`config.mk`:
```
export PLATFORM = sky130hd
export DESIGN_NAME = integer_to_ascii_field_formatter
export DESIGN_NICKNAME = d
export VERILOG_FILES = /design/src/design/i2a_fmt_pkg.sv /design/src/design/integer_to_ascii_field_formatter.sv
export SDC_FILE = /design/constraint.sdc
export NUM_CORES = 1
export LEC_CHECK = 0
export ABC_AREA = 1
export BUFFER_PORTS_ARGS = -buffer_cell sky130_fd_sc_hd__buf_2
export CAP_MARGIN = 20
export CORE_MARGIN = 2
export CORE_UTILIZATION = 60
export CTS_CLUSTER_SIZE = 10
export DETAILED_ROUTE_END_ITERATION = 8
export PLACE_DENSITY = 0.79
export SYNTH_ARGS = -nofsm -noshare
export SYNTH_HDL_FRONTEND = slang
export SYNTH_SLANG_ARGS = --single-unit
```
`constraint.sdc`:
```
create_clock -name clk -period 7.3 [get_ports clk]
set_input_delay 1.46 -clock clk [delete_from_list [all_inputs] [get_ports clk]]
set_output_delay 1.46 -clock clk [all_outputs]
set_load 0.005 [all_outputs]
```
`src/design/i2a_fmt_pkg.sv`:
```
// ----------------------------------------------------------------------------
// i2a_fmt_pkg
// Shared types and constants of the integer-to-ASCII field formatter.
// ----------------------------------------------------------------------------
package i2a_fmt_pkg;

    // field width limit and fixed payload widths
    localparam int MAX_FIELD_WIDTH = 64;
    localparam int VALUE_W         = 64;
    localparam int FWIDTH_W        = 7;
    localparam int CHAR_W          = 7;

    // digit store: twenty 4-bit digits, most significant at the top
    localparam int NDIG_MAX        = 20;
    localparam int DIG_W           = 4 * NDIG_MAX;
    localparam int NDIG_W          = 5;
    localparam int BITCNT_W        = 6;

    // conversion codes
    typedef enum logic [1:0] {
        OP_SDEC    = 2'd0,
        OP_UDEC    = 2'd1,
        OP_HEX     = 2'd2,
        OP_HEX_ALT = 2'd3
    } opcode_t;

    // ascii codes
    localparam logic [CHAR_W-1:0] CH_ZERO  = 7'h30;
    localparam logic [CHAR_W-1:0] CH_A     = 7'h61;
    localparam logic [CHAR_W-1:0] CH_MINUS = 7'h2D;
    localparam logic [CHAR_W-1:0] CH_SPACE = 7'h20;

    // sequencer states
    typedef enum logic [1:0] {
        ST_IDLE,
        ST_CONV,
        ST_NORM,
        ST_EMIT
    } state_t;

    // one digit value to its ascii character
    function automatic logic [CHAR_W-1:0] digit_char(input logic [3:0] d);
        logic [CHAR_W-1:0] c;
        if (d >= 4'd10) begin
            c = CH_A + CHAR_W'(d - 4'd10);
        end else begin
            c = CH_ZERO + CHAR_W'(d);
        end
        return c;
    endfunction

endpackage

```
`src/design/integer_to_ascii_field_formatter.sv`:
```
// ----------------------------------------------------------------------------
// integer_to_ascii_field_formatter
// Formats one integer as signed decimal, unsigned decimal or lowercase hex,
// padded to a minimum field width, and sends it out one character per beat.
// ----------------------------------------------------------------------------
// One request is taken when the block is idle. A decimal request runs a
// shift-add-3 binary-to-decimal loop, one value bit per cycle; a hex request
// skips that loop. Up to 19 leading zero digits are then stripped, one digit
// per cycle. The characters follow at one per cycle while the output is taken,
// and the field is max(width, digits + sign) characters long.
// The next request is taken once the last character has been loaded into the
// output register.
// ----------------------------------------------------------------------------
module integer_to_ascii_field_formatter
    import i2a_fmt_pkg::*;
(
    input  logic                clk,
    input  logic                rst_n,
    input  logic                in_valid,
    output logic                in_ready,
    input  logic [1:0]          opcode,
    input  logic                wide,
    input  logic [VALUE_W-1:0]  value,
    input  logic                zero_pad,
    input  logic [FWIDTH_W-1:0] field_width,
    output logic                out_valid,
    input  logic                out_ready,
    output logic [CHAR_W-1:0]   out_char,
    output logic                last_char
);

    state_t               state_reg, state_next;
    logic [VALUE_W-1:0]   mag_reg, mag_next;
    logic [DIG_W-1:0]     dig_reg, dig_next;
    logic [BITCNT_W-1:0]  cnt_reg, cnt_next;
    logic [NDIG_W-1:0]    ndig_reg, ndig_next;
    logic                 minus_reg, minus_next;
    logic                 zpad_reg, zpad_next;
    logic [FWIDTH_W-1:0]  width_reg, width_next;
    logic [FWIDTH_W-1:0]  len_reg, len_next;
    logic [FWIDTH_W-1:0]  pre_reg, pre_next;
    logic [FWIDTH_W-1:0]  pos_reg, pos_next;
    logic                 out_valid_reg, out_valid_next;
    logic [CHAR_W-1:0]    out_char_reg, out_char_next;
    logic                 last_reg, last_next;

    logic                 accept;
    logic                 is_hex;
    logic                 is_signed;
    logic                 neg_in;
    logic [VALUE_W-1:0]   mag_in;
    logic [31:0]          low_word;
    logic                 conv_done;
    logic                 norm_done;
    logic [FWIDTH_W-1:0]  need;
    logic [FWIDTH_W-1:0]  len_calc;
    logic                 emit_load;
    logic                 is_last;
    logic [3:0]           top_digit;
    logic [DIG_W-1:0]     dig_adj;

    assign accept    = in_valid && in_ready;
    assign in_ready  = (state_reg == ST_IDLE);
    assign top_digit = dig_reg[DIG_W-1 -: 4];

    // request decode and magnitude
    always_comb
    begin
        is_hex    = (opcode == OP_HEX) || (opcode == OP_HEX_ALT);
        is_signed = (opcode == OP_SDEC);
        low_word  = value[31:0];
        if (wide) begin
            neg_in = is_signed && value[VALUE_W-1];
            mag_in = neg_in ? (VALUE_W'(0) - value) : value;
        end else begin
            neg_in = is_signed && low_word[31];
            mag_in = {32'd0, (neg_in ? (32'd0 - low_word) : low_word)};
        end
    end

    // add-3 correction of every decimal digit before the shift
    always_comb
    begin
        for (int i = 0; i < NDIG_MAX; i++) begin
            if (dig_reg[4*i +: 4] >= 4'd5) begin
                dig_adj[4*i +: 4] = dig_reg[4*i +: 4] + 4'd3;
            end else begin
                dig_adj[4*i +: 4] = dig_reg[4*i +: 4];
            end
        end
    end

    // sequencer conditions
    assign conv_done = (cnt_reg == BITCNT_W'(VALUE_W - 1));
    assign norm_done = (ndig_reg == NDIG_W'(1)) || (top_digit != 4'd0);
    assign emit_load = (state_reg == ST_EMIT) && (!out_valid_reg || out_ready);
    assign is_last   = (pos_reg == (len_reg - FWIDTH_W'(1)));

    // field length: width, but at least digits plus sign
    assign need     = FWIDTH_W'(ndig_reg) + FWIDTH_W'(minus_reg);
    assign len_calc = (width_reg > need) ? width_reg : need;

    // next state
    always_comb
    begin
        state_next = state_reg;
        unique case (state_reg)
            ST_IDLE:
            begin
                if (accept) begin
                    state_next = is_hex ? ST_NORM : ST_CONV;
                end
            end
            ST_CONV:
            begin
                if (conv_done) begin
                    state_next = ST_NORM;
                end
            end
            ST_NORM:
            begin
                if (norm_done) begin
                    state_next = ST_EMIT;
                end
            end
            ST_EMIT:
            begin
                if (emit_load && is_last) begin
                    state_next = ST_IDLE;
                end
            end
            default:
            begin
                state_next = ST_IDLE;
            end
        endcase
    end

    // datapath and output register
    always_comb
    begin
        mag_next       = mag_reg;
        dig_next       = dig_reg;
        cnt_next       = cnt_reg;
        ndig_next      = ndig_reg;
        minus_next     = minus_reg;
        zpad_next      = zpad_reg;
        width_next     = width_reg;
        len_next       = len_reg;
        pre_next       = pre_reg;
        pos_next       = pos_reg;
        out_valid_next = out_valid_reg;
        out_char_next  = out_char_reg;
        last_next      = last_reg;

        // output beat drains
        if (out_valid_reg && out_ready) begin
            out_valid_next = 1'b0;
        end

        unique case (state_reg)
            ST_IDLE:
            begin
                if (accept) begin
                    mag_next   = mag_in;
                    dig_next   = is_hex ? {16'd0, mag_in} : '0;
                    cnt_next   = '0;
                    ndig_next  = NDIG_W'(NDIG_MAX);
                    minus_next = neg_in;
                    zpad_next  = zero_pad;
                    width_next = (field_width > FWIDTH_W'(MAX_FIELD_WIDTH))
                               ? FWIDTH_W'(MAX_FIELD_WIDTH) : field_width;
                end
            end
            ST_CONV:
            begin
                // shift one value bit into the decimal digits
                dig_next = {dig_adj[DIG_W-2:0], mag_reg[VALUE_W-1]};
                mag_next = {mag_reg[VALUE_W-2:0], 1'b0};
                cnt_next = cnt_reg + BITCNT_W'(1);
            end
            ST_NORM:
            begin
                if (norm_done) begin
                    len_next = len_calc;
                    pre_next = len_calc - FWIDTH_W'(ndig_reg);
                    pos_next = '0;
                end else begin
                    // drop one leading zero digit
                    dig_next  = {dig_reg[DIG_W-5:0], 4'd0};
                    ndig_next = ndig_reg - NDIG_W'(1);
                end
            end
            ST_EMIT:
            begin
                if (emit_load) begin
                    out_valid_next = 1'b1;
                    last_next      = is_last;
                    pos_next       = pos_reg + FWIDTH_W'(1);
                    if (pos_reg >= pre_reg) begin
                        out_char_next = digit_char(top_digit);
                        dig_next      = {dig_reg[DIG_W-5:0], 4'd0};
                    end else if (zpad_reg) begin
                        out_char_next = (minus_reg && (pos_reg == '0)) ? CH_MINUS : CH_ZERO;
                    end else begin
                        out_char_next = (minus_reg && (pos_reg == (pre_reg - FWIDTH_W'(1))))
                                      ? CH_MINUS : CH_SPACE;
                    end
                end
            end
            default:
            begin
                out_valid_next = out_valid_reg;
            end
        endcase
    end

    // control registers
    always_ff @(posedge clk or negedge rst_n)
    begin
        if (!rst_n) begin
            state_reg     <= ST_IDLE;
            out_valid_reg <= 1'b0;
        end else begin
            state_reg     <= state_next;
            out_valid_reg <= out_valid_next;
        end
    end

    // payload registers
    always_ff @(posedge clk)
    begin
        mag_reg      <= mag_next;
        dig_reg      <= dig_next;
        cnt_reg      <= cnt_next;
        ndig_reg     <= ndig_next;
        minus_reg    <= minus_next;
        zpad_reg     <= zpad_next;
        width_reg    <= width_next;
        len_reg      <= len_next;
        pre_reg      <= pre_next;
        pos_reg      <= pos_next;
        out_char_reg <= out_char_next;
        last_reg     <= last_next;
    end

    assign out_valid = out_valid_reg;
    assign out_char  = out_char_reg;
    assign last_char = last_reg;

    // digit count stays in range while stripping zeros
    a_ndig_range: assert property (@(posedge clk) disable iff (!rst_n)
        (state_reg == ST_NORM) |-> (ndig_reg >= NDIG_W'(1)) && (ndig_reg <= NDIG_W'(NDIG_MAX)))
        else $error("digit count out of range");

    // emit position never passes the field length
    a_pos_range: assert property (@(posedge clk) disable iff (!rst_n)
        (state_reg == ST_EMIT) |-> (pos_reg < len_reg)
            && (len_reg <= FWIDTH_W'(MAX_FIELD_WIDTH)))
        else $error("emit position beyond field");

    // loading the final character returns the sequencer to idle
    a_last_idle: assert property (@(posedge clk) disable iff (!rst_n)
        (emit_load && is_last) |=> (state_reg == ST_IDLE) && out_valid_reg && last_reg)
        else $error("final character did not end the field");

    // the sequencer stays in emit until a character is loaded, so no new request is taken mid-field
    a_accept_after_last: assert property (@(posedge clk) disable iff (!rst_n)
        (state_reg == ST_EMIT) && !emit_load |=> (state_reg == ST_EMIT))
        else $error("field left before its last character");

endmodule
```
==> After elaboration in Yosys (flattened, before gate mapping) <==
Cells that the tools add are included.
{ "op_classes": {"magnitude_cmp": 24, "addsub": 32, "eq_ne": 16, "reduce_logical": 27, "mux": 55} }
{ "ops": {"columns": ["op", "n"], "rows": [
  ["$mux W80", 4],
  ["$pmux W80 S4", 1],
  ["$mux W64", 4],
  ["$pmux W64 S2", 1],
  ["$ge A4 B3 Y1 const B", 20],
  ["$mux W4", 20],
  ["$add A4 B2 Y4 const B", 19],
  ["$sub A1 B64 Y64 const A", 1],
  ["$mux W7", 5],
  ["$mux W32", 1],
  ["$sub A1 B32 Y32 const A", 1],
  ["$mux W5", 4],
  ["$eq A7 B7 Y1", 2],
  ["$pmux W7 S2", 1],
  ["$sub A7 B1 Y7 const B", 2],
  ["$pmux W6 S2", 1],
  ["$mux W2", 5],
  ["$pmux W5 S2", 1],
  ["$eq A2 B2 Y1 const B", 4],
  ["$logic_and A1 B1 Y1", 8],
  ["$ne A2 B2 Y1 const B", 4],
  ["$pmux W2 S4", 1],
  ["$reduce_and A2 Y1", 4],
  ["$reduce_and A4 Y1", 2],
  ["other kinds (27)", 38]
]} }
{ "totals": {"input_bits": 79, "regBits": 196, "out_inout_bits": 10, "wordCells": 168} }

==> Depth between registers and ports, before layout <==
Gate-level depths: netlist of run 1.
{ "logic_depth": {"word_depth": 7, "depth_mapped": 20, "mapped_depth_nobuf": 19} }

==> Worst setup path before layout of run 1 <==
OpenSTA, ideal clock, no wires.
{ "synth_timing": {"path_type": "input port to flip-flop", "from": "input in_valid", "to": "register dig_reg[0] (enable)", "n_path_buf": 0, "path_slack_ps": 1720, "required_time_ps": 6781, "t_arrival_ps": 5061, "cell_stages": 4, "setup_ps": 519, "cell_sequence": "nor2_1 > nor2_1 > o21ai_0 > nor2_1"} }
{ "synth_via": {"elab_chain_len": 3} }
{ "synth_rtl": {"columns": ["element", "line", "rtl"], "rows": [
  ["start: declaration", "integer_to_ascii_field_formatter.sv:19", "input logic in_valid,"],
  ["$logic_and A1 B1 Y1", "integer_to_ascii_field_formatter.sv:62", "assign accept = in_valid && in_ready;"],
  ["$ne A2 B1 Y1 (no line)", null, null],
  ["$reduce_and A4 Y1 (no line)", null, null],
  ["end signal: assignment", "integer_to_ascii_field_formatter.sv:234", "dig_reg <= dig_next;"],
  ["end: declaration", "integer_to_ascii_field_formatter.sv:34", "logic [DIG_W-1:0] dig_reg, dig_next;"]
]} }
Every way passes these cells.
A chain may end at the register's enable or synchronous reset.

==> Worst setup path after layout of run 1 <==
{ "layout_timing": {"from": "register ndig_reg[0]", "to": "register pre_reg[6], data pin"} }
{ "layout_via": {"elab_chain_len": 4} }
{ "layout_rtl": {"columns": ["element", "line", "rtl"], "rows": [
  ["start: declaration", "integer_to_ascii_field_formatter.sv:36", "logic [NDIG_W-1:0] ndig_reg, ndig_next;"],
  ["start signal: assignment", "integer_to_ascii_field_formatter.sv:236", "ndig_reg <= ndig_next;"],
  ["$add A5 B1 Y6", "integer_to_ascii_field_formatter.sv:100", "assign need = FWIDTH_W'(ndig_reg) + FWIDTH_W'(minus_reg);"],
  ["$gt A7 B6 Y1", "integer_to_ascii_field_formatter.sv:101", "assign len_calc = (width_reg > need) ? width_reg : need;"],
  ["$mux W7", "integer_to_ascii_field_formatter.sv:101", null],
  ["$sub A7 B5 Y7 *", "integer_to_ascii_field_formatter.sv:186", "pre_next = len_calc - FWIDTH_W'(ndig_reg);"],
  ["end signal: assignment", "integer_to_ascii_field_formatter.sv:241", "pre_reg <= pre_next;"],
  ["end: declaration", "integer_to_ascii_field_formatter.sv:41", "logic [FWIDTH_W-1:0] pre_reg, pre_next;"]
]} }
Every way passes the cells marked *; elsewhere a longest branch is shown, timed or not.

==> results.md, run 1 <==
| Parameter | Value | Unit |
| --- | --- | --- |
| Pin count of the biggest net entering global routing | 92 | - |
| Clock-pin slew reported for the worst setup and hold paths after clock tree synthesis | 80 | ps |
| Routed vias | 13.1k | - |
| Floorplan Core Area | 23500 | sq um |
| Placement Rows | 56 | - |
| I/O pin count | 89 | - |
| Total clock sinks | 196 | - |
| Detail Placement HPWL | 27.9 | mm |
| Die area | 25200 | sq um |
| Mean Syn Cell Area | 7.72 | sq um |
| Leakage dissipation | 6.85 | nW |
| Number of flip-flops in the largest register | 80 | - |
| Filler-free cell count of the finished design | 2260 | - |
| Sw Ratio | 44.2 | % |
| Internal power | 3.51 | mW |
| FF-to-FF Start | ndig_reg[0] | - |
| Clock tree from TritonCTS | yes | - |
| CP Class | register to register | - |
| Clk_lat worst skew | 450 | ps |
| Crit path DAT | 4080 | ps |
| P&R area growth vs syn | 8.75 | % |
| Number of placed instances with taps included | 2227 | - |
| Maximum buffer depth of the clock tree | 2 | - |
| Final hold vios | 0 | - |
| Maximum VDD drop | 0.315 | mV |
| Starting density of the core | 61.1 | % |
| Final cell utilization of the core | 66.5 | % |
| Global placement routability congestion | 0.977 | - |
| Fraction of layout instances using a drive strength above 1 | 9.69 | % |
| H-tree levels | 4 | - |
| Vias in the first global route | 12.3k | - |
| First-pass DRT Iterations | 6 | - |
| Final number of max-transition violations | 0 | - |
| Count of routing violations after the opening detailed-route iteration | 1401 | - |
| Wire length of the first global-routing pass | 61.3 | mm |
| Quantity of I/O buffers inserted on ports | 88 | - |
| Number of buffers inserted for hold repair after clock tree synthesis | 0 | - |
| Most frequently used flop master after synthesis | sky130_fd_sc_hd__edfxtp_1 | - |
| Fraction of power consumed by combinational cells | 46.2 | % |
| Post-CTS Setup Inserts | 0 | - |
| Sequential share of power | 39.3 | % |
| Class of the tightest hold or removal check | register to register | - |
| Least-Margin Pin Slew | 1040 | ps |
| Number of flops mapped to enable cells by yosys | 193 | - |
| Flop and latch count out of synthesis | 196 | - |
| P_sw | 2.78 | mW |
| Die W | 159 | microns |
| Type of destination of the critical path | register | - |
| Final period utilization | 53.1 | % |
| Required @ worst endpoint | 7500 | ps |
| Post-cts sizing count | 0 | - |
| Highest Clock Rate | 258 | MHz |
| Synth Warn # | 0 | - |
| Area occupied by multi-input gates | 7390 | sq um |
| Fraction of power consumed by the clock network | 14.6 | % |
| Fill cell count | 2024 | - |
| Detailed-route wire length per cell | 16.5 | microns |
| Master cell of the clock root buffer | sky130_fd_sc_hd__clkbuf_16 | - |
| Setup Viol. Count Final | 0 | - |
| Sum of negative setup slack | 0 | ps |
| Worst slew margin relative to its limit | 30.4 | % |
| Number of max-cap violations | 0 | - |
| Status | finished, final reports clean | - |
| Footprint of the flip-flops and latches | 5870 | sq um |
| Cells after Synth | 1863 | - |
| GR Util All Layers | 30.0 | % |
| Overflow left after global routing | 0 | - |
| Via density | 5.78 | - |
| Sequential-to-total area share from yosys stat | 40.8 | % |
| Worst clock skew on the final layout | 12.8 | ps |
| Nets in the synthesized netlist | 2021 | - |
| Number of antenna violations at the first check in global routing | 0 | - |
| Worst Path Max Fanout | 11 | - |
| Async S/R FF share, synth | 1.53 | % |
| Number of routed nets with antenna violations | 0 | - |
| Total power | 6.29 | mW |
| Hold wc startpoint | mag_reg[53] | - |
| Unique cell type count in the Yosys netlist | 54 | - |
| RSZ-0062 raised after global routing | no | - |
| Startpoint class of the critical path | register | - |
| Worst setup startpoint | ndig_reg[0] | - |
| Netlist area before placement | 14400 | sq um |
| Die Span Y | 159 | microns |
| DRC violations left | 0 | - |
| Net count of the finished layout | 2086 | - |
| Post-route minimum period | 3870 | ps |
| Final wirelength | 37.4 | mm |
| Inserted Clock Buffers | 17 | - |
| Antenna diode count | 0 | - |
| Cell Pwr Density | 402 | nW/um^2 |
metal layers:
layer  share of wire [%]  up-vias  global-route usage, %  wire (microns)
met1                  44     5984                   42.1           16300
met4                 2.5        0                   10.2             928
met5                   0        -                      0               0
met2                  45      628                   47.4           16600
met3                 9.5       77                   4.96            3540
li1                    -     6384                      -               -
worst max-delay path: stages (launching register included):
cell and delay (ps):
sky130_fd_sc_hd__edfxtp_1 490, sky130_fd_sc_hd__ha_1 280, sky130_fd_sc_hd__ha_1 210, sky130_fd_sc_hd__nand3_1 100
sky130_fd_sc_hd__xor2_1 230, sky130_fd_sc_hd__ha_1 290, sky130_fd_sc_hd__nand2_1 70, sky130_fd_sc_hd__nor2_1 60
sky130_fd_sc_hd__nand2_1 60, sky130_fd_sc_hd__nand4_1 90, sky130_fd_sc_hd__nand2_1 270, sky130_fd_sc_hd__o21ai_0 190
sky130_fd_sc_hd__ha_1 250, sky130_fd_sc_hd__fa_1 430, sky130_fd_sc_hd__o21ai_0 320, sky130_fd_sc_hd__a21oi_1 140
sky130_fd_sc_hd__nand4_1 110, sky130_fd_sc_hd__nand2_1 50
worst paths after layout:
check,endpoint,slack [ps],depth (start not counted)
setup / recovery,pre_reg[6],3430,17
setup reg to reg,pre_reg[6],3430,17
hold reg to reg,mag_reg[54],520,2
max in group asynchronous,state_reg[1],6400,1
hold / removal,mag_reg[54],520,2
min in group asynchronous,out_valid,790,1
power by group through the flow:
stage | registers, mW | logic [mW] | clock network, mW
2_1_floorplan | 2.41 | 2.16 | 0
3_3_place_gp | 2.47 | 2.73 | 0
3_5_place_dp | 2.49 | 2.84 | 0
4_1_cts | 2.47 | 2.86 | 0.923
5_1_grt | 2.54 | 3.31 | 0.968
6_report | 2.47 | 2.91 | 0.917
layout by cell type, fill, tap and decap left out, drive strengths merged, types with 9 or more instances in the layout:
cell type	instances
xnor2	18
nor2	222
ha	78
a32oi	18
o21ai	116
nand3	102
nand4	66
inv	246
nor3	13
xor2	47
o22ai	18
clkbuf	17
edfxtp	193
o211ai	19
o21bai	17
a21oi	48
buf	97
or2	10
nand2	542
a32o	9
per-stage QoR:
step | worst slack (ps) | hold slack [ps] | area (sq um)
detailed placement | 3440 | 504 | 15100
global route | 3050 | 545 | 15600
finish | 3430 | 525 | 15600
global placement | 3520 | 498 | 15100
CTS | 3430 | 519 | 15600
floorplan | 1720 | 494 | 14400
final cells by class:
type | count | share of cell area [%]
clock inverter | 15 | 0.887
clock buffer | 17 | 2.72
inverter | 240 | 5.76
tap | 319 | 2.55
sequential | 196 | 37.5
timing repair buffer | 97 | 3.33
multi-input combinational | 1376 | 47.2
cells in the mapped netlist (all sizes together) (3+ instances only):
cell type	count	area, sq um
a21o	3	22.5
a21oi	48	248
a22oi	3	22.5
a32o	9	90.1
a32oi	18	158
buf	28	151
clkbuf	23	86.3
dfrtp	3	75.1
edfxtp	193	5800
ha	78	976
inv	239	897
nand2	542	2060
nand3	102	538
nand3b	6	45.0
nand4	66	413
nor2	222	937
nor3	13	70.1
nor4	4	25.0
o211ai	19	143
o21ai	116	599
o21bai	17	131
o22ai	18	113
o32ai	3	26.3
or2	10	62.6
xnor2	18	158
xor2	47	412
cell families after synthesis:
family                     count (synthesis)  share of synthesized area [%]
DFF                                      196                           40.8
and+or+nand+nor                          966                           28.9
buffers and inverters                    291                           7.91
AOI/OAI and AO/OA                        265                           11.4
adders and majority gates                 79                           6.92
xor gates and xnor gates                  66                           4.11
Power figures use the tool's default switching activity.
==> inputs of run 2 (changes only) <==
- clock period: 7.3 -> 3.6 ns (I/O delays scaled with it)
==> run 2 against run 1 <==
  * Setup slack lost 3200 ps
  * Non-clock buffer count grew 12
  * Die area is the same
  * Maximum frequency grew 14%
  * Worst hold slack lost 460 ps
  * Core utilization grew 0.90 points
  * Via count shrank 0.54%
  * Total power grew 110%
  * Critical path depth grew 1
  * Clock-buffer cell count is the same
  * Cell count grew 0.53%
  * Largest cell class unchanged
  * Largest power group unchanged
==> results.md, run 2 (synthesis results as in run 1) <==
| Parameter | Value | Unit | Delta |
| --- | --- | --- | --- |
| Via density | 5.72 | - | -1.1% |
| Worst clock skew on the final layout | 15.8 | ps | +2.99 ps |
| Final wirelength | 36.4 | mm | -2.6% |
| Final number of max-transition violations | 0 | - | unchanged |
| Global placement routability congestion | 0.984 | - | +0.70% |
| Final cell area excluding filler cells | 15900 | sq um | +1.4% |
| Maximum buffer depth of the clock tree | 2 | - | unchanged |
| Pin count of the biggest net entering global routing | 90 | - | -2.2% |
| Placement Rows | 56 | - | unchanged |
| Class of the tightest hold or removal check | input pin to asynchronous set/reset pin | - |  |
| Least-Margin Pin Slew | 895 | ps | -148 ps |
| CP max-delay cell | sky130_fd_sc_hd__edfxtp_1 | - |  |
| Delay of the slowest critical-path stage | 360 | ps | -130 ps |
| Wire length of the first global-routing pass | 59.3 | mm | -3.3% |
| Number of max-cap violations | 0 | - | unchanged |
| Top library cells by usage in the layout, fill and taps aside | 532 x sky130_fd_sc_hd__nand2_1, 235 x sky130_fd_sc_hd__inv_1, 198 x sky130_fd_sc_hd__nor2_1 | - |  |
| Post-route setup slack | 195 | ps | -3230 ps |
| Sum of buffers and inverters on the critical path | 1 | - | +1 |
| Vias in the first global route | 12.3k | - | -0.36% |
| Post-route minimum period | 3410 | ps | -467 ps |
| Startpoint class of the critical path | register | - |  |
| Status | finished, final reports clean | - |  |
| Required @ worst endpoint | 3800 | ps | -3700 ps |
| Inserted Clock Buffers | 17 | - | unchanged |
| Number of flip-flops in the largest register | 80 | - | unchanged |
| CP Class | register to register | - |  |
| Crit path DAT | 3610 | ps | -470 ps |
| Total clock sinks | 196 | - | unchanged |
| Worst Path Max Fanout | 6 | - | -5 |
| First-pass DRT Iterations | 5 | - | -1 |
| Setup Slack @ Placement | -49.1 | ps | -3480 ps |
| Cell Pwr Density | 822 | nW/um^2 | +100% |
| Antenna diode count | 0 | - | unchanged |
| Overflow left after global routing | 0 | - | unchanged |
| Clk_lat worst skew | 450 | ps | about the same |
| P&R area growth vs syn | 10.2 | % |  |
| Final cell utilization of the core | 67.4 | % | +0.90 points |
| Critical R2R Capture | pre_reg[5] | - |  |
| Cell chain of the critical path | ha_2 -> ha_2 -> nand3_1 -> xor2_1 -> ha_1 -> nand2_1 -> nor2_2 -> nand2_1 -> nand4_1 -> nand2_2 -> buf_4 -> a21oi_2 -> ha_1 -> a21oi_1 -> o21ai_1 -> a21o_1 -> a21oi_1 -> xor2_1 | - |  |
| Highest Clock Rate | 294 | MHz | +14% |
| FF-to-FF Start | ndig_reg[0] | - |  |
| Die Span Y | 159 | microns | unchanged |
| H-tree levels | 4 | - | unchanged |
| Detail Placement HPWL | 27.4 | mm | -1.7% |
| Sum of negative setup slack | 0 | ps | unchanged |
| GR Util All Layers | 28.7 | % | -1.2 points |
| I/O pin count | 89 | - | unchanged |
| Starting density of the core | 61.1 | % | unchanged |
| Fraction of layout instances using a drive strength above 1 | 10.8 | % | +1.1 points |
| DRC violations left | 0 | - | unchanged |
| Leakage dissipation | 6.95 | nW | +1.5% |
| Final hold vios | 0 | - | unchanged |
| Filler-free cell count of the finished design | 2272 | - | +0.53% |
| Maximum VDD drop | 0.489 | mV | +55% |
| Post-detailed-placement cell area | 15200 | sq um | +0.75% |
| Clock tree from TritonCTS | yes | - |  |
| Count of routing violations after the opening detailed-route iteration | 1294 | - | -7.6% |
| Setup Viol. Count Final | 0 | - | unchanged |
| Kind of cell adding the most delay to the critical path | adder cells | - |  |
| Number of routed nets with antenna violations | 0 | - | unchanged |
| Net count of the finished layout | 2098 | - | +0.58% |
| Die W | 159 | microns | unchanged |
| Path depth of the worst reg2reg path | 18 | - | +1 |
| Detailed-route wire length per cell | 16.0 | microns | -3.1% |
| Quantity of I/O buffers inserted on ports | 88 | - | unchanged |
| Die area | 25200 | sq um | unchanged |
| Number of buffers inserted for hold repair after clock tree synthesis | 0 | - | unchanged |
| Routed vias | 13.0k | - | -0.54% |
| Worst slew margin relative to its limit | 40.2 | % | +9.8 points |
| Type of destination of the critical path | register | - |  |
| Floorplan Core Area | 23500 | sq um | unchanged |
| Most common cell after layout, fill and taps aside | sky130_fd_sc_hd__nand2_1 | - |  |
| FF-to-FF setup slack | 190 | ps | -3230 ps |
| Master cell of the clock root buffer | sky130_fd_sc_hd__clkbuf_16 | - |  |
| Clock-pin slew reported for the worst setup and hold paths after clock tree synthesis | 80 | ps | about the same |
| Number of placed instances with taps included | 2237 | - | +0.45% |
| Number of antenna violations at the first check in global routing | 1 | - | +1 |
| Final period utilization | 94.6 | % | +42 points |
==> run 2: layer usage <==
| layer | up-vias | global-route usage, % | wire, microns |
|---|---|---|---|
| met1 | 6063 | 39.2 | 16500 |
| met4 | 0 | 8.02 | 725 |
| li1 | 6398 | - | - |
| met3 | 47 | 4.00 | 2550 |
| met5 | - | 0 | 0 |
| met2 | 494 | 48.1 | 16700 |
==> run 2: final cells by class <==
class	count	area (sq um)
inverter	240	901
clock inverter	15	186
multi-input combinational	1376	7440
sequential	196	5870
timing repair buffer	109	636
fill	2023	7680
tap	319	399
clock buffer	17	425
==> run 2: worst max path at each step <==
stage,start,end,slack [ps],cells past startpoint
3_5_place_dp,minus_reg,pre_reg[6],-50,20
4_1_cts,ndig_reg[0],pre_reg[5],-2,18
5_1_grt,ndig_reg[0],pre_reg[5],-10,18
3_3_place_gp,minus_reg,pre_reg[6],150,20
2_1_floorplan,ndig_reg[0],pre_reg[6],180,18
6_report,ndig_reg[0],pre_reg[5],190,18
==> run 2: power by group <==
part / leakage [nW] / internal, mW / switching (mW)
Clock: 0.301 / 1.06 / 0.945
Combinational: 4.69 / 2.09 / 4.00
Sequential: 1.96 / 4.24 / 0.700
Total: 6.95 / 7.40 / 5.65
==> run 2: stage by stage <==
step	power (mW)	hold slack (ps)
floorplan	9.21	424
global placement	10.5	497
detailed placement	10.8	501
CTS	12.9	49.6
global route	14.0	56.4
finish	13.0	63.9
==> run 2: worst register-to-register path: cells and delay by family (launching register included) <==
kind / cells / cell delay, ps
adders and majority gates: 4 / 1050
AOI/OAI and AO/OA: 5 / 750
and+or+nand+nor: 6 / 590
DFF: 1 / 360
xor gates and xnor gates: 2 / 270
buffers and inverters: 1 / 180
==> run 2: repair_timing <==
| action | 4_1_cts | 5_1_grt |
|---|---|---|
| endpoints found under the setup margin | 2 | 4 |
| buffers inserted | 2 | 1 |
| resized for setup | 3 | 13 |
| cloned | 0 | 0 |
| pin swaps | 3 | 2 |
| hold endpoints to repair | 0 | 0 |
